File: src/hdl/gbn_pkg.sv
// Package for the go-back-n sender window: constants, codes, item types and
// the command/status structs between controller and datapath.
// No dependencies.
package gbn_pkg;

	// Sequence space and field widths (fixed by the item fields)
	localparam int SEQ_SPACE   = 16;
	localparam int SEQ_W       = 4;
	localparam int MAX_PAYLOAD = 128;
	localparam int MAX_RESULTS = 15;
	localparam int LEN_W       = 8;
	localparam int TAG_W       = 16;
	localparam int TICKS_W     = 16;
	localparam int WIN_W       = 4;
	localparam int CFG_IDX_W   = 1;
	localparam int CFG_DATA_W  = 16;
	localparam int CNT_W       = 4;

	// Register reset values
	localparam logic [WIN_W-1:0]   RESET_WINDOW = WIN_W'(4);
	localparam logic [TICKS_W-1:0] RESET_TICKS  = TICKS_W'(500);

	// Configuration register indexes
	localparam logic [CFG_IDX_W-1:0] CFG_WINDOW_SIZE   = 1'b0;
	localparam logic [CFG_IDX_W-1:0] CFG_TIMEOUT_TICKS = 1'b1;

	// Input operations
	localparam logic [1:0] OP_SEND    = 2'd0;
	localparam logic [1:0] OP_ACK     = 2'd1;
	localparam logic [1:0] OP_TIMEOUT = 2'd2;

	// Result actions
	localparam logic [2:0] ACT_NONE    = 3'd0;
	localparam logic [2:0] ACT_SEND    = 3'd1;
	localparam logic [2:0] ACT_RETX    = 3'd2;
	localparam logic [2:0] ACT_ACK     = 3'd3;
	localparam logic [2:0] ACT_REFUSED = 3'd4;

	// Timer commands
	localparam logic [1:0] TMR_NONE  = 2'd0;
	localparam logic [1:0] TMR_START = 2'd1;
	localparam logic [1:0] TMR_STOP  = 2'd2;

	typedef struct packed {
		logic [1:0]       op;
		logic [LEN_W-1:0] msg_len;
		logic [TAG_W-1:0] msg_tag;
		logic [SEQ_W-1:0] ack_seq;
		logic             ack_ok;
	} in_item_t;

	typedef struct packed {
		logic [2:0]         action;
		logic [SEQ_W-1:0]   seq;
		logic [LEN_W-1:0]   length;
		logic [TAG_W-1:0]   tag;
		logic [1:0]         timer_cmd;
		logic [TICKS_W-1:0] timer_ticks;
		logic               last;
	} out_item_t;

	// Descriptor held per slot
	typedef struct packed {
		logic [LEN_W-1:0] length;
		logic [TAG_W-1:0] tag;
	} slot_t;

	localparam int SLOT_W = $bits(slot_t);

	// Controller to datapath
	typedef struct packed {
		logic accept;     // input transfer this cycle
		logic start_retx; // accepted timeout with slots outstanding
		logic emit;       // load next retransmission into the output register
	} dp_cmd_t;

	// Datapath to controller
	typedef struct packed {
		logic out_free;   // output register empty or being drained
		logic retx_req;   // presented item is a timeout with slots outstanding
		logic retx_last;  // retransmission being emitted is the final one
	} dp_status_t;

endpackage

File: src/hdl/gbn_ram.sv
// Generic single write port, single read port RAM with registered read.
// No dependencies.
module gbn_ram #(
	parameter int WIDTH = 8,
	parameter int DEPTH = 16
) (
	input  logic                     clk,
	input  logic                     we,
	input  logic [$clog2(DEPTH)-1:0] waddr,
	input  logic [WIDTH-1:0]         wdata,
	input  logic                     re,
	input  logic [$clog2(DEPTH)-1:0] raddr,
	output logic [WIDTH-1:0]         rdata
);

	logic [WIDTH-1:0] mem_q [DEPTH];
	logic [WIDTH-1:0] rdata_q;

	// write port
	always_ff @(posedge clk) begin
		if (we) begin
			mem_q[waddr] <= wdata;
		end
	end

	// registered read, held while re is low
	always_ff @(posedge clk) begin
		if (re) begin
			rdata_q <= mem_q[raddr];
		end
	end

	assign rdata = rdata_q;

endmodule

File: src/hdl/gbn_ctrl.sv
// Controller for the go-back-n sender window: idle / retransmit sequencing.
// Depends on gbn_pkg.
module gbn_ctrl
	import gbn_pkg::*;
(
	input  logic       clk,
	input  logic       arst_n,
	input  logic       in_valid,
	output logic       in_ready,
	input  dp_status_t status,
	output dp_cmd_t    cmd
);

	localparam logic ST_IDLE = 1'b0;
	localparam logic ST_RETX = 1'b1;

	logic state_q;
	logic state_d;

	// handshake and commands
	always_comb begin
		in_ready       = 1'b0;
		cmd            = '0;
		state_d        = state_q;
		case (state_q)
			ST_IDLE: begin
				in_ready       = status.out_free;
				cmd.accept     = in_valid && status.out_free;
				cmd.start_retx = cmd.accept && status.retx_req;
				if (cmd.start_retx) begin
					state_d = ST_RETX;
				end
			end
			ST_RETX: begin
				cmd.emit = status.out_free;
				if (status.out_free && status.retx_last) begin
					state_d = ST_IDLE;
				end
			end
			default: begin
				state_d = ST_IDLE;
			end
		endcase
	end

	always_ff @(posedge clk or negedge arst_n) begin
		if (!arst_n) begin
			state_q <= ST_IDLE;
		end else begin
			state_q <= state_d;
		end
	end

	// no input is taken while a retransmission burst runs
	a_no_accept_in_retx: assert property (@(posedge clk) disable iff (!arst_n)
		state_q == ST_RETX |-> !cmd.accept)
		else $error("input accepted during retransmission");

	// a burst is entered only from an accepted timeout
	a_retx_entry: assert property (@(posedge clk) disable iff (!arst_n)
		$rose(state_q) |-> $past(cmd.start_retx))
		else $error("retransmission entered without timeout");

	// emit commands only inside a burst
	a_emit_in_retx: assert property (@(posedge clk) disable iff (!arst_n)
		cmd.emit |-> state_q == ST_RETX)
		else $error("emit outside retransmission");

endmodule

File: src/hdl/gbn_dp.sv
// Datapath for the go-back-n sender window: window pointers, configuration,
// slot descriptor RAM, result formation and output register.
// Depends on gbn_pkg and gbn_ram.
module gbn_dp
	import gbn_pkg::*;
(
	input  logic                  clk,
	input  logic                  arst_n,
	input  in_item_t              in_data,
	output out_item_t             out_data,
	output logic                  out_valid,
	input  logic                  out_ready,
	input  logic                  cfg_valid,
	input  logic [CFG_IDX_W-1:0]  cfg_index,
	input  logic [CFG_DATA_W-1:0] cfg_data,
	input  dp_cmd_t               cmd,
	output dp_status_t            status
);

	logic [SEQ_W-1:0]   base_q, next_q, ptr_q;
	logic [WIN_W-1:0]   win_q;
	logic [TICKS_W-1:0] ticks_q;
	logic [CNT_W-1:0]   remain_q;
	logic               first_q;
	out_item_t          out_q;
	logic               out_valid_q;

	logic [SEQ_W-1:0]   outstanding, ack_off, ack_next;
	logic [WIN_W-1:0]   eff_win;
	logic               send_ok, ack_hit, wr_en, rd_en;
	logic [SEQ_W-1:0]   rd_addr;
	slot_t              wr_slot, rd_slot;
	out_item_t          res, retx_res;
	logic               load_direct;

	// window arithmetic; sequence space is a power of two, so wrap is free
	always_comb begin
		outstanding = next_q - base_q;
		// window of zero acts as one; a 4-bit window never exceeds SEQ_SPACE-1
		eff_win     = (win_q == '0) ? WIN_W'(1) : win_q;
		send_ok     = (outstanding < eff_win) && (in_data.msg_len != '0)
		              && (in_data.msg_len <= LEN_W'(MAX_PAYLOAD));
		ack_off     = in_data.ack_seq - base_q;
		ack_hit     = in_data.ack_ok && (ack_off < outstanding);
		ack_next    = in_data.ack_seq + SEQ_W'(1);
	end

	// single-result outcome of the presented item
	always_comb begin
		res      = '0;
		res.last = 1'b1;
		case (in_data.op)
			OP_SEND: begin
				if (send_ok) begin
					res.action = ACT_SEND;
					res.seq    = next_q;
					res.length = in_data.msg_len;
					res.tag    = in_data.msg_tag;
					if (outstanding == '0) begin
						res.timer_cmd   = TMR_START;
						res.timer_ticks = ticks_q;
					end
				end else begin
					res.action = ACT_REFUSED;
				end
			end
			OP_ACK: begin
				if (ack_hit) begin
					res.action = ACT_ACK;
					res.seq    = in_data.ack_seq;
					if (ack_next == next_q) begin
						res.timer_cmd = TMR_STOP;
					end
				end
			end
			default: begin
				res.action = ACT_NONE;
			end
		endcase
	end

	// retransmission from the slot just read
	always_comb begin
		retx_res        = '0;
		retx_res.action = ACT_RETX;
		retx_res.seq    = ptr_q;
		retx_res.length = rd_slot.length;
		retx_res.tag    = rd_slot.tag;
		retx_res.last   = (remain_q == CNT_W'(1));
		if (first_q) begin
			retx_res.timer_cmd   = TMR_START;
			retx_res.timer_ticks = ticks_q;
		end
	end

	// slot RAM ports: write on a stored send, read ahead during a burst
	always_comb begin
		wr_en   = cmd.accept && (in_data.op == OP_SEND) && send_ok;
		wr_slot = '{length: in_data.msg_len, tag: in_data.msg_tag};
		rd_en   = cmd.start_retx || cmd.emit;
		rd_addr = cmd.start_retx ? base_q : ptr_q + SEQ_W'(1);
	end

	gbn_ram #(
		.WIDTH(SLOT_W),
		.DEPTH(SEQ_SPACE)
	) u_slot_ram (
		.clk  (clk),
		.we   (wr_en),
		.waddr(next_q),
		.wdata(wr_slot),
		.re   (rd_en),
		.raddr(rd_addr),
		.rdata(rd_slot)
	);

	// configuration registers
	always_ff @(posedge clk or negedge arst_n) begin
		if (!arst_n) begin
			win_q   <= RESET_WINDOW;
			ticks_q <= RESET_TICKS;
		end else if (cfg_valid) begin
			case (cfg_index)
				CFG_WINDOW_SIZE:   win_q   <= cfg_data[WIN_W-1:0];
				CFG_TIMEOUT_TICKS: ticks_q <= cfg_data[TICKS_W-1:0];
				default: ;
			endcase
		end
	end

	// window pointers and burst counters
	always_ff @(posedge clk or negedge arst_n) begin
		if (!arst_n) begin
			base_q   <= '0;
			next_q   <= '0;
			ptr_q    <= '0;
			remain_q <= '0;
			first_q  <= 1'b0;
		end else begin
			if (wr_en) begin
				next_q <= next_q + SEQ_W'(1);
			end
			if (cmd.accept && (in_data.op == OP_ACK) && ack_hit) begin
				base_q <= ack_next;
			end
			if (cmd.start_retx) begin
				ptr_q    <= base_q;
				remain_q <= CNT_W'(outstanding);
				first_q  <= 1'b1;
			end else if (cmd.emit) begin
				ptr_q    <= ptr_q + SEQ_W'(1);
				remain_q <= remain_q - CNT_W'(1);
				first_q  <= 1'b0;
			end
		end
	end

	// output register
	assign load_direct = cmd.accept && !cmd.start_retx;

	always_ff @(posedge clk or negedge arst_n) begin
		if (!arst_n) begin
			out_valid_q <= 1'b0;
		end else if (load_direct || cmd.emit) begin
			out_valid_q <= 1'b1;
		end else if (out_ready) begin
			out_valid_q <= 1'b0;
		end
	end

	always_ff @(posedge clk) begin
		if (load_direct) begin
			out_q <= res;
		end else if (cmd.emit) begin
			out_q <= retx_res;
		end
	end

	assign out_data         = out_q;
	assign out_valid        = out_valid_q;
	assign status.out_free  = !out_valid_q || out_ready;
	assign status.retx_req  = (in_data.op == OP_TIMEOUT) && (outstanding != '0);
	assign status.retx_last = (remain_q == CNT_W'(1));

	// a stored send advances the next number by one
	a_send_advances: assert property (@(posedge clk) disable iff (!arst_n)
		wr_en |=> next_q == $past(next_q) + SEQ_W'(1))
		else $error("next sequence number did not advance");

	// a burst never emits with nothing left to send
	a_emit_remaining: assert property (@(posedge clk) disable iff (!arst_n)
		cmd.emit |-> remain_q != '0)
		else $error("retransmission emitted past the window");

	// only retransmissions can be non-final results
	a_nonlast_is_retx: assert property (@(posedge clk) disable iff (!arst_n)
		out_valid_q && !out_q.last |-> out_q.action == ACT_RETX)
		else $error("non-final result that is not a retransmission");

	// ticks are carried only with a timer start
	a_ticks_with_start: assert property (@(posedge clk) disable iff (!arst_n)
		out_valid_q && (out_q.timer_cmd != TMR_START) |-> out_q.timer_ticks == '0)
		else $error("timer ticks without start");

endmodule

File: src/hdl/go_back_n_sender_window_top.sv
// Top level of the go-back-n sender window: controller, datapath and handshakes.
// Depends on gbn_pkg, gbn_ctrl and gbn_dp.
//
// Use: items arrive on in_valid/in_ready with an in_item_t payload (send
// request, acknowledgement or timer expiry). Results leave on
// out_valid/out_ready as out_item_t; last marks the final result of an item.
// Configuration writes (window size, timeout ticks) use cfg_valid/cfg_ready
// with cfg_index and cfg_data; cfg_ready is always high and writes are meant
// for idle periods only.
// Flow: a send, acknowledgement or idle timeout gives its single result in
// the output register in the cycle after the input transfer; a new item can
// be taken in the same cycle that result is transferred out, so these run at
// one item per cycle while the receiver takes each result. A timeout with n
// slots outstanding gives n retransmissions, each read through the registered
// slot descriptor RAM and then the output register, one per cycle while the
// receiver takes them; no input is taken until the last one is loaded.
// Reset clears the window pointers and loads window 4 and 500 ticks; slot
// descriptors are not cleared. When the receiver stalls, the output register
// holds its result and in_ready stays low until it is taken.
module go_back_n_sender_window_top
	import gbn_pkg::*;
(
	input  logic                  clk,
	input  logic                  arst_n,
	input  logic                  in_valid,
	output logic                  in_ready,
	input  in_item_t              in_data,
	output logic                  out_valid,
	input  logic                  out_ready,
	output out_item_t             out_data,
	input  logic                  cfg_valid,
	output logic                  cfg_ready,
	input  logic [CFG_IDX_W-1:0]  cfg_index,
	input  logic [CFG_DATA_W-1:0] cfg_data
);

	dp_cmd_t    cmd;
	dp_status_t status;

	assign cfg_ready = 1'b1;

	gbn_ctrl u_ctrl (
		.clk     (clk),
		.arst_n  (arst_n),
		.in_valid(in_valid),
		.in_ready(in_ready),
		.status  (status),
		.cmd     (cmd)
	);

	gbn_dp u_dp (
		.clk      (clk),
		.arst_n   (arst_n),
		.in_data  (in_data),
		.out_data (out_data),
		.out_valid(out_valid),
		.out_ready(out_ready),
		.cfg_valid(cfg_valid),
		.cfg_index(cfg_index),
		.cfg_data (cfg_data),
		.cmd      (cmd),
		.status   (status)
	);

endmodule
File: config.mk
export PLATFORM = sky130hd
export DESIGN_NAME = go_back_n_sender_window_top
export DESIGN_NICKNAME = d
export VERILOG_FILES = /design/src/hdl/gbn_pkg.sv /design/src/hdl/gbn_ram.sv /design/src/hdl/gbn_ctrl.sv /design/src/hdl/gbn_dp.sv /design/src/hdl/go_back_n_sender_window_top.sv
export SDC_FILE = /design/constraint.sdc
export NUM_CORES = 1
export LEC_CHECK = 0
export BUFFER_PORTS_ARGS = -buffer_cell sky130_fd_sc_hd__buf_2
export CAP_MARGIN = 20
export CORE_AREA = 2 2 293 208
export CTS_CLUSTER_SIZE = 40
export DETAILED_ROUTE_END_ITERATION = 10
export DIE_AREA = 0 0 295 210
export HOLD_SLACK_MARGIN = 0.02
export MAX_ROUTING_LAYER = met4
export PLACE_DENSITY_LB_ADDON = 0.25
export SLEW_MARGIN = 20
export SYNTH_ARGS = -nofsm -noshare
export SYNTH_HDL_FRONTEND = slang
export SYNTH_SLANG_ARGS = --single-unit
File: constraint.sdc
create_clock -name clk -period 14.67 [get_ports clk]
set_input_delay 2.2005 -clock clk [delete_from_list [all_inputs] [get_ports clk]]
set_output_delay 2.2005 -clock clk [all_outputs]
set_load 0.01 [all_outputs]
Word level (Yosys, flattened, before mapping)
Memories as Yosys holds them, arrays and structs flattened. A register that Yosys moved wholly into a read port is not among the register bits.
Cells that the tools add are included.
Storage, ports and cells
  output and inout bits: 53
  input port bits: 53
  memories: 1
  memory bits (writable): 384
  register bits: 89
Memories
  u_dp.u_slot_ram.mem_q: depth 16, bits a word 24, rd ports 1, clocked after Yosys merged registers in 1, wr ports 1, line gbn_ram.sv:16  | logic [WIDTH-1:0] mem_q [DEPTH];
Cells by class
  order comparisons: 3
  reduce and logical (&&, ||, !) cells: 27
  bitwise operators: 2
  equality and inequality tests: 4
  muxes and demuxes: 32
  add/subtract/negate cells: 6
Operators by type and width (count)
  50-bit 2-to-1 mux: 2
  46-bit 2-to-1 mux: 1
  17-bit 2-to-1 mux: 2
  24-bit 2-to-1 mux: 1
  4-bit 2-to-1 mux: 6
  16-bit 2-to-1 mux: 1
  4-bit by 1-bit adder with 4-bit output, second input constant: 3
  1-bit logical AND: 12
  1-bit 2-to-1 mux: 10
  8-bit less-or-equal comparator, second input constant: 1
  4-bit logical NOT: 2
  4-bit less-than comparator: 2
  4-bit one-hot mux with 2 select lines: 1
  8-bit nonzero test: 1
  4-bit subtractor: 2
  2-bit 2-to-1 mux: 3
  6-bit 2-to-1 mux: 1
  3-bit one-hot mux with 2 select lines: 1
  2-bit nonzero test: 3
  4-bit by 1-bit equality test with 1-bit output, second input constant: 1
  4-bit equality test: 1
  2-bit one-hot mux with 2 select lines: 1
  2-bit AND reduction: 2
  4-bit nonzero test: 1
  9 further kinds: 13

Depth between registers and ports, before layout
  depth in word-level cells: 9
  depth in mapped cells: 16

By module
From an unflattened synthesis, not the netlist that was laid out.
Second synthesis, totals
  cells, all modules: 957
  area total of the unflattened synthesis: 19437.4 um2
Modules (own cells, without submodules)
  gbn_ram: sequential area each 12251.8 um2, times used 1, area each 15170.8 um2, cells an instance 636
  gbn_dp: sequential area each 2451.1 um2, times used 1, area each 4182.8 um2, cells an instance 312
  gbn_ctrl: sequential area each 25.0 um2, times used 1, area each 72.6 um2, cells an instance 7
  go_back_n_sender_window_top: sequential area each 0.0 um2, times used 1, area each 11.3 um2, cells an instance 2

Worst setup path before layout
Ideal clock, no wire load.
  path type: input -> register
  start: in out_ready
  end: reg u_dp.out_q, in the netlist u_dp.out_data[10] (enable)
  data arrival time: 6389 ps
  buffers on the path: 1
  setup slack: 7757 ps
  stages: 5
  path through: nor2b_1 > or3_1 > buf_2 > nor2_1 > o21ai_0
On the way
  word-level cells in the longest chain between the ends: 7
  elaborated cells between the ends (all ways): 8
  those cells by class: mux (2); reduce/logical (6)
RTL lines
  start: declaration: line go_back_n_sender_window_top.sv:29  | input logic out_ready,
  1-bit logical OR *: line gbn_dp.sv:181  | assign status.out_free = !out_valid_q || out_ready;
  1-bit logical AND: line gbn_ctrl.sv:28  | cmd.accept = in_valid && status.out_free;
  1-bit logical AND: line gbn_ctrl.sv:29  | cmd.start_retx = cmd.accept && status.retx_req;
  2-bit 2-to-1 mux: line gbn_ctrl.sv:25  | case (state_q)
  1-bit logical NOT: line gbn_dp.sv:159  | assign load_direct = cmd.accept && !cmd.start_retx;
  1-bit logical AND: line gbn_dp.sv:159
  2-bit nonzero test (no line) *
  end signal: assignment: line gbn_dp.sv:173  | out_q <= res;
  end signal: assignment: line gbn_dp.sv:175  | out_q <= retx_res;
  end: declaration: line gbn_dp.sv:25  | out_item_t out_q;
Every way passes the cells marked *; elsewhere a longest branch is shown, timed or not.
A chain may end at the register's enable or synchronous reset.

Worst setup path in the final report
  start: in in_data[29] (netlist bit)
  end: reg u_dp.u_slot_ram.rdata_q[20] (netlist: u_dp.u_slot_ram.rdata[20]), read port of u_dp.u_slot_ram.mem_q (data pin)
On the way
  word-level cells in the longest chain between the ends: 5
  elaborated cells between the ends (all ways): 6
  those cells by class: eq/ne (1); mux (2); reduce/logical (3)
RTL lines
  start: declaration: line go_back_n_sender_window_top.sv:27  | input in_item_t in_data,
  2-bit equality test *: line gbn_dp.sv:182  | assign status.retx_req = (in_data.op == OP_TIMEOUT) && (outstanding != '0);
  1-bit logical AND *: line gbn_dp.sv:182
  1-bit logical AND *: line gbn_ctrl.sv:29
  2-bit 2-to-1 mux *: line gbn_ctrl.sv:25
  4-bit 2-to-1 mux or 1-bit logical OR (tied branches): line gbn_dp.sv:101, gbn_dp.sv:100
  end: declaration: line gbn_ram.sv:17  | logic [WIDTH-1:0] rdata_q;
Marked as above.

==> summary.md <==
| Metric | Value |
|---|---|
| Status | `complete, no violations` |
| GRT Residual Overflow | `0` |
| WP data required | `approximately 15 ns` |
| Setup TNS | `0 ns` |
| Max Root-Sink Buffers | `3` |
| Initial drt markers | `1457` |
| Number of library cell types mapped by synthesis | `between 60 and 70` |
| #FFs+latches synth | `between 400 and 500` |
| Syn Inst Count | `approximately 1400` |
| Max-cap violation count | `0` |
| # DRC | `0` |
| CTS resizes | `0` |
| Crit path DAT | `between 6 and 7 ns` |
| Leakage | `roughly 0.0084 uW` |
| Num CTS Buffers | `48` |
| Final period util | `approximately two fifths` |
| Gr usage total | `18.8%` |
| Setup violations, final | `0` |
| Antenna Nets Post-Route | `0` |
| DR vias/cell | `around 5.5` |
| Core Area | `slightly below 0.06 mm^2` |
| CP max FO | `between 90 and 100` |
| Vias in the first global route | `about 13000` |
| CTS H-tree depth | `2` |
| Mean Syn Cell Area | `15.0 um^2` |
| Syn Nets | `1441` |
| Clk root buf | `clkbuf_16` |
| I/O Pins | `around 110` |
| TritonRoute pass-1 iters | `5` |
| CTS Hold Bufs | `0` |
| Worst vdd ir | `around 0.13 mV` |
| Post-synth EDFFs | `457` |
| Horiz. Die Dim | `295 um` |
| TritonCTS clock tree | `yes` |
| Crit path launch type | `input pin` |
| GP Congestion | `~0.75` |
| Port bufs | `roughly 100` |
| Final core occ | `around two fifths` |
| RSZ-0062 raised after global routing | `false` |
| Net count, final | `between 1500 and 2000` |
| Die area | `a little over 0.06 mm^2` |
| FP Rows | `75` |
| Wire per inst | `around 25 um` |
| Clock Sinks | `497` |
| Antenna violations before repair | `1` |
| Layout cells sized above 1 | `around 17%` |
| Ant. Diodes | `0` |
| P&R area growth vs syn | `14.3%` |
| Final hold violation count | `0` |
| Post-detailed-routing wire length | `~57000 um` |
| Clk pin slew, worst setup/hold paths | `0.06 ns` |
| Vias | `around 13000` |
| Max Slew Vio Count | `0` |
| Placed wire-length estimate | `28800 um` |
| Critical setup path kind | `input pin to flip-flop` |
| Worst Tran Pin Value | `approximately 1.1 ns` |
| Synth Flop Type | `edfxtp_1` |
| Final worst path period need | `between 5 and 6 ns` |
| Rel. slew slack | `between 20% and 30%` |
| Largest net degree at the start of global routing | `93` |
| Asr flop ratio synth | `under 10%` |
| CP Capture Type | `flip-flop` |
| Post-CTS setup buffers | `0` |
| Worst Hold Class | `flip-flop to flip-flop` |
| Global-route wire length before repair | `between 80000 and 90000 um` |
| Die Height | `approximately 210 um` |
| Yosys Warn Count | `0` |
| Pwr Density | `~210 mW/mm^2` |
| Clock Skews | `0.0211 ns` |
| Sequential share of the synthesized area | `71.7%` |
| Netlist Area Pre-Place | `around 0.021 mm^2` |
| Initial Utilization | `34.7%` |
| FMAX | `around 170 MHz` |
| Clock Latency Late Sink | `between 0.5 and 0.6 ns` |
==> critical path, stage by stage <==
cell	delay (ns)
buf_2	0.12
nand3b_1	0.17
nor3_2	0.61
nand3_4	0.58
nand2_4	0.90
buf_4	0.95
nand2_1	0.11
and3_1	0.22
o311ai_1	0.27
==> area by class of cell <==
class                   count  area, um^2
fillers                  5464       35700
inverters                  19        71.3
well taps                 808        1010
multi-input cells         754        5310
repair buffers            134         746
flip-flops and latches    497       14700
clock buffers              60        1260
clock inverters            30         364
==> per-layer routing <==
layer	global-route usage, %	part of all wire (%)	vias up	wire [um]
met1	27.7	48	6497	27100
met4	4.13	1.9	0	1090
met5	-	0	-	0
met3	3.49	7.0	86	3990
li1	-	-	5574	-
met2	27.0	43	459	24700
==> stage by stage <==
step	instance area [um^2]	setup WS, ns	power, uW	hold slack [ns]	cells
final	23500	8.82	5030	0.470	2302
after global routing	23500	8.49	5290	0.505	2302
after floorplan	20500	7.76	3150	0.446	1370
after global placement	21900	8.33	3750	0.454	2212
after CTS	23500	8.84	5060	0.476	2302
after detailed placement	21900	8.25	3760	0.456	2212
==> final timing paths <==
path	from	end	slack, ns	cells past startpoint
worst max register to register	u_dp.next_q[0]$_DFFE_PN0P_	u_dp.u_slot_ram.rdata[20]$_DFFE_PP_	9.43	13
worst max-delay path	in_data[29]	u_dp.u_slot_ram.rdata[20]$_DFFE_PP_	8.82	9
worst min register to register	u_dp.out_data[0]$_SDFFE_PP1P_	u_dp.out_data[0]$_SDFFE_PP1P_	0.47	2
max in group asynchronous	arst_n	u_dp.base_q[1]$_DFFE_PN0P_	12.26	1
min in group asynchronous	arst_n	u_dp.ticks_q[14]$_DFFE_PN0P_	1.78	1
worst min-delay path	u_dp.out_data[0]$_SDFFE_PP1P_	u_dp.out_data[0]$_SDFFE_PP1P_	0.47	2
==> where the power goes <==
part / switching, uW / internal, uW / total [uW]
sequential: 74.9 / 1760 / 1840
clock: 552 / 736 / 1290
combinational: 1240 / 661 / 1900
total: 1870 / 3160 / 5030
==> synth_stat cells, drive strengths merged, types with 3 or more instances <==
library cell | number | area [um^2]
a211o | 96 | 841
a211oi | 25 | 188
a21o | 26 | 195
a21oi | 74 | 374
a22o | 25 | 219
a22oi | 3 | 22.5
a31oi | 9 | 56.3
a32oi | 40 | 350
and2 | 30 | 188
and3 | 123 | 774
buf | 48 | 304
clkbuf | 52 | 196
dfrtp | 32 | 801
dfstp | 7 | 184
edfxtp | 457 | 13700
ha | 16 | 200
inv | 19 | 71.3
mux2 | 21 | 236
nand2 | 101 | 389
nand2b | 3 | 26.3
nand3 | 15 | 105
nor2 | 11 | 51.3
nor2b | 4 | 25.0
nor3 | 7 | 51.3
nor3b | 5 | 37.5
o211ai | 5 | 37.5
o21ai | 43 | 223
o221ai | 3 | 26.3
o311ai | 24 | 210
or3 | 3 | 18.8
xnor2 | 13 | 121
xor2 | 7 | 61.3
==> registers in the layout, summed over array words and instances, names as in the netlist <==
| register | count |
|---|---|
| u_ctrl.state_q | 1 |
| u_dp.ticks_q | 16 |
| u_dp.win_q | 4 |
| u_dp.first_q | 1 |
| u_dp.ptr_q | 4 |
| u_dp.remain_q | 4 |
| u_dp.next_q | 4 |
| u_dp.base_q | 4 |
| u_dp.u_slot_ram.mem_q | 384 |
| u_dp.out_data | 50 |
| u_dp.u_slot_ram.rdata | 24 |
| u_dp.out_valid | 1 |
==> placed cells by master (no fill, tap or decap), types with 9 or more instances in the layout <==
master / count
a211o_1: 96
a211oi_1: 25
a21o_1: 26
a21oi_1: 73
a22o_1: 25
a31oi_1: 9
a32oi_1: 40
and2_1: 29
and3_1: 121
buf_2: 104
buf_4: 30
clkbuf_1: 11
clkbuf_16: 48
clkinv_1: 9
dfrtp_1: 32
edfxtp_1: 457
ha_1: 16
inv_1: 19
mux2_2: 21
nand2_1: 99
nand3_1: 12
nor2_1: 9
o21ai_0: 39
o311ai_1: 24
xnor2_1: 12
==> kinds of logic after synthesis <==
kind of cell	after synthesis	synth area share, %
other	1	0.0182
DFF	497	71.7
and+or+nand+nor	312	8.47
AOI/OAI and AO/OA	378	13.7
muxes	23	1.25
adders and majority gates	20	1.27
buffers and inverters	119	2.78
xor gates and xnor gates	20	0.889
(Power assumes the default switching activity.)
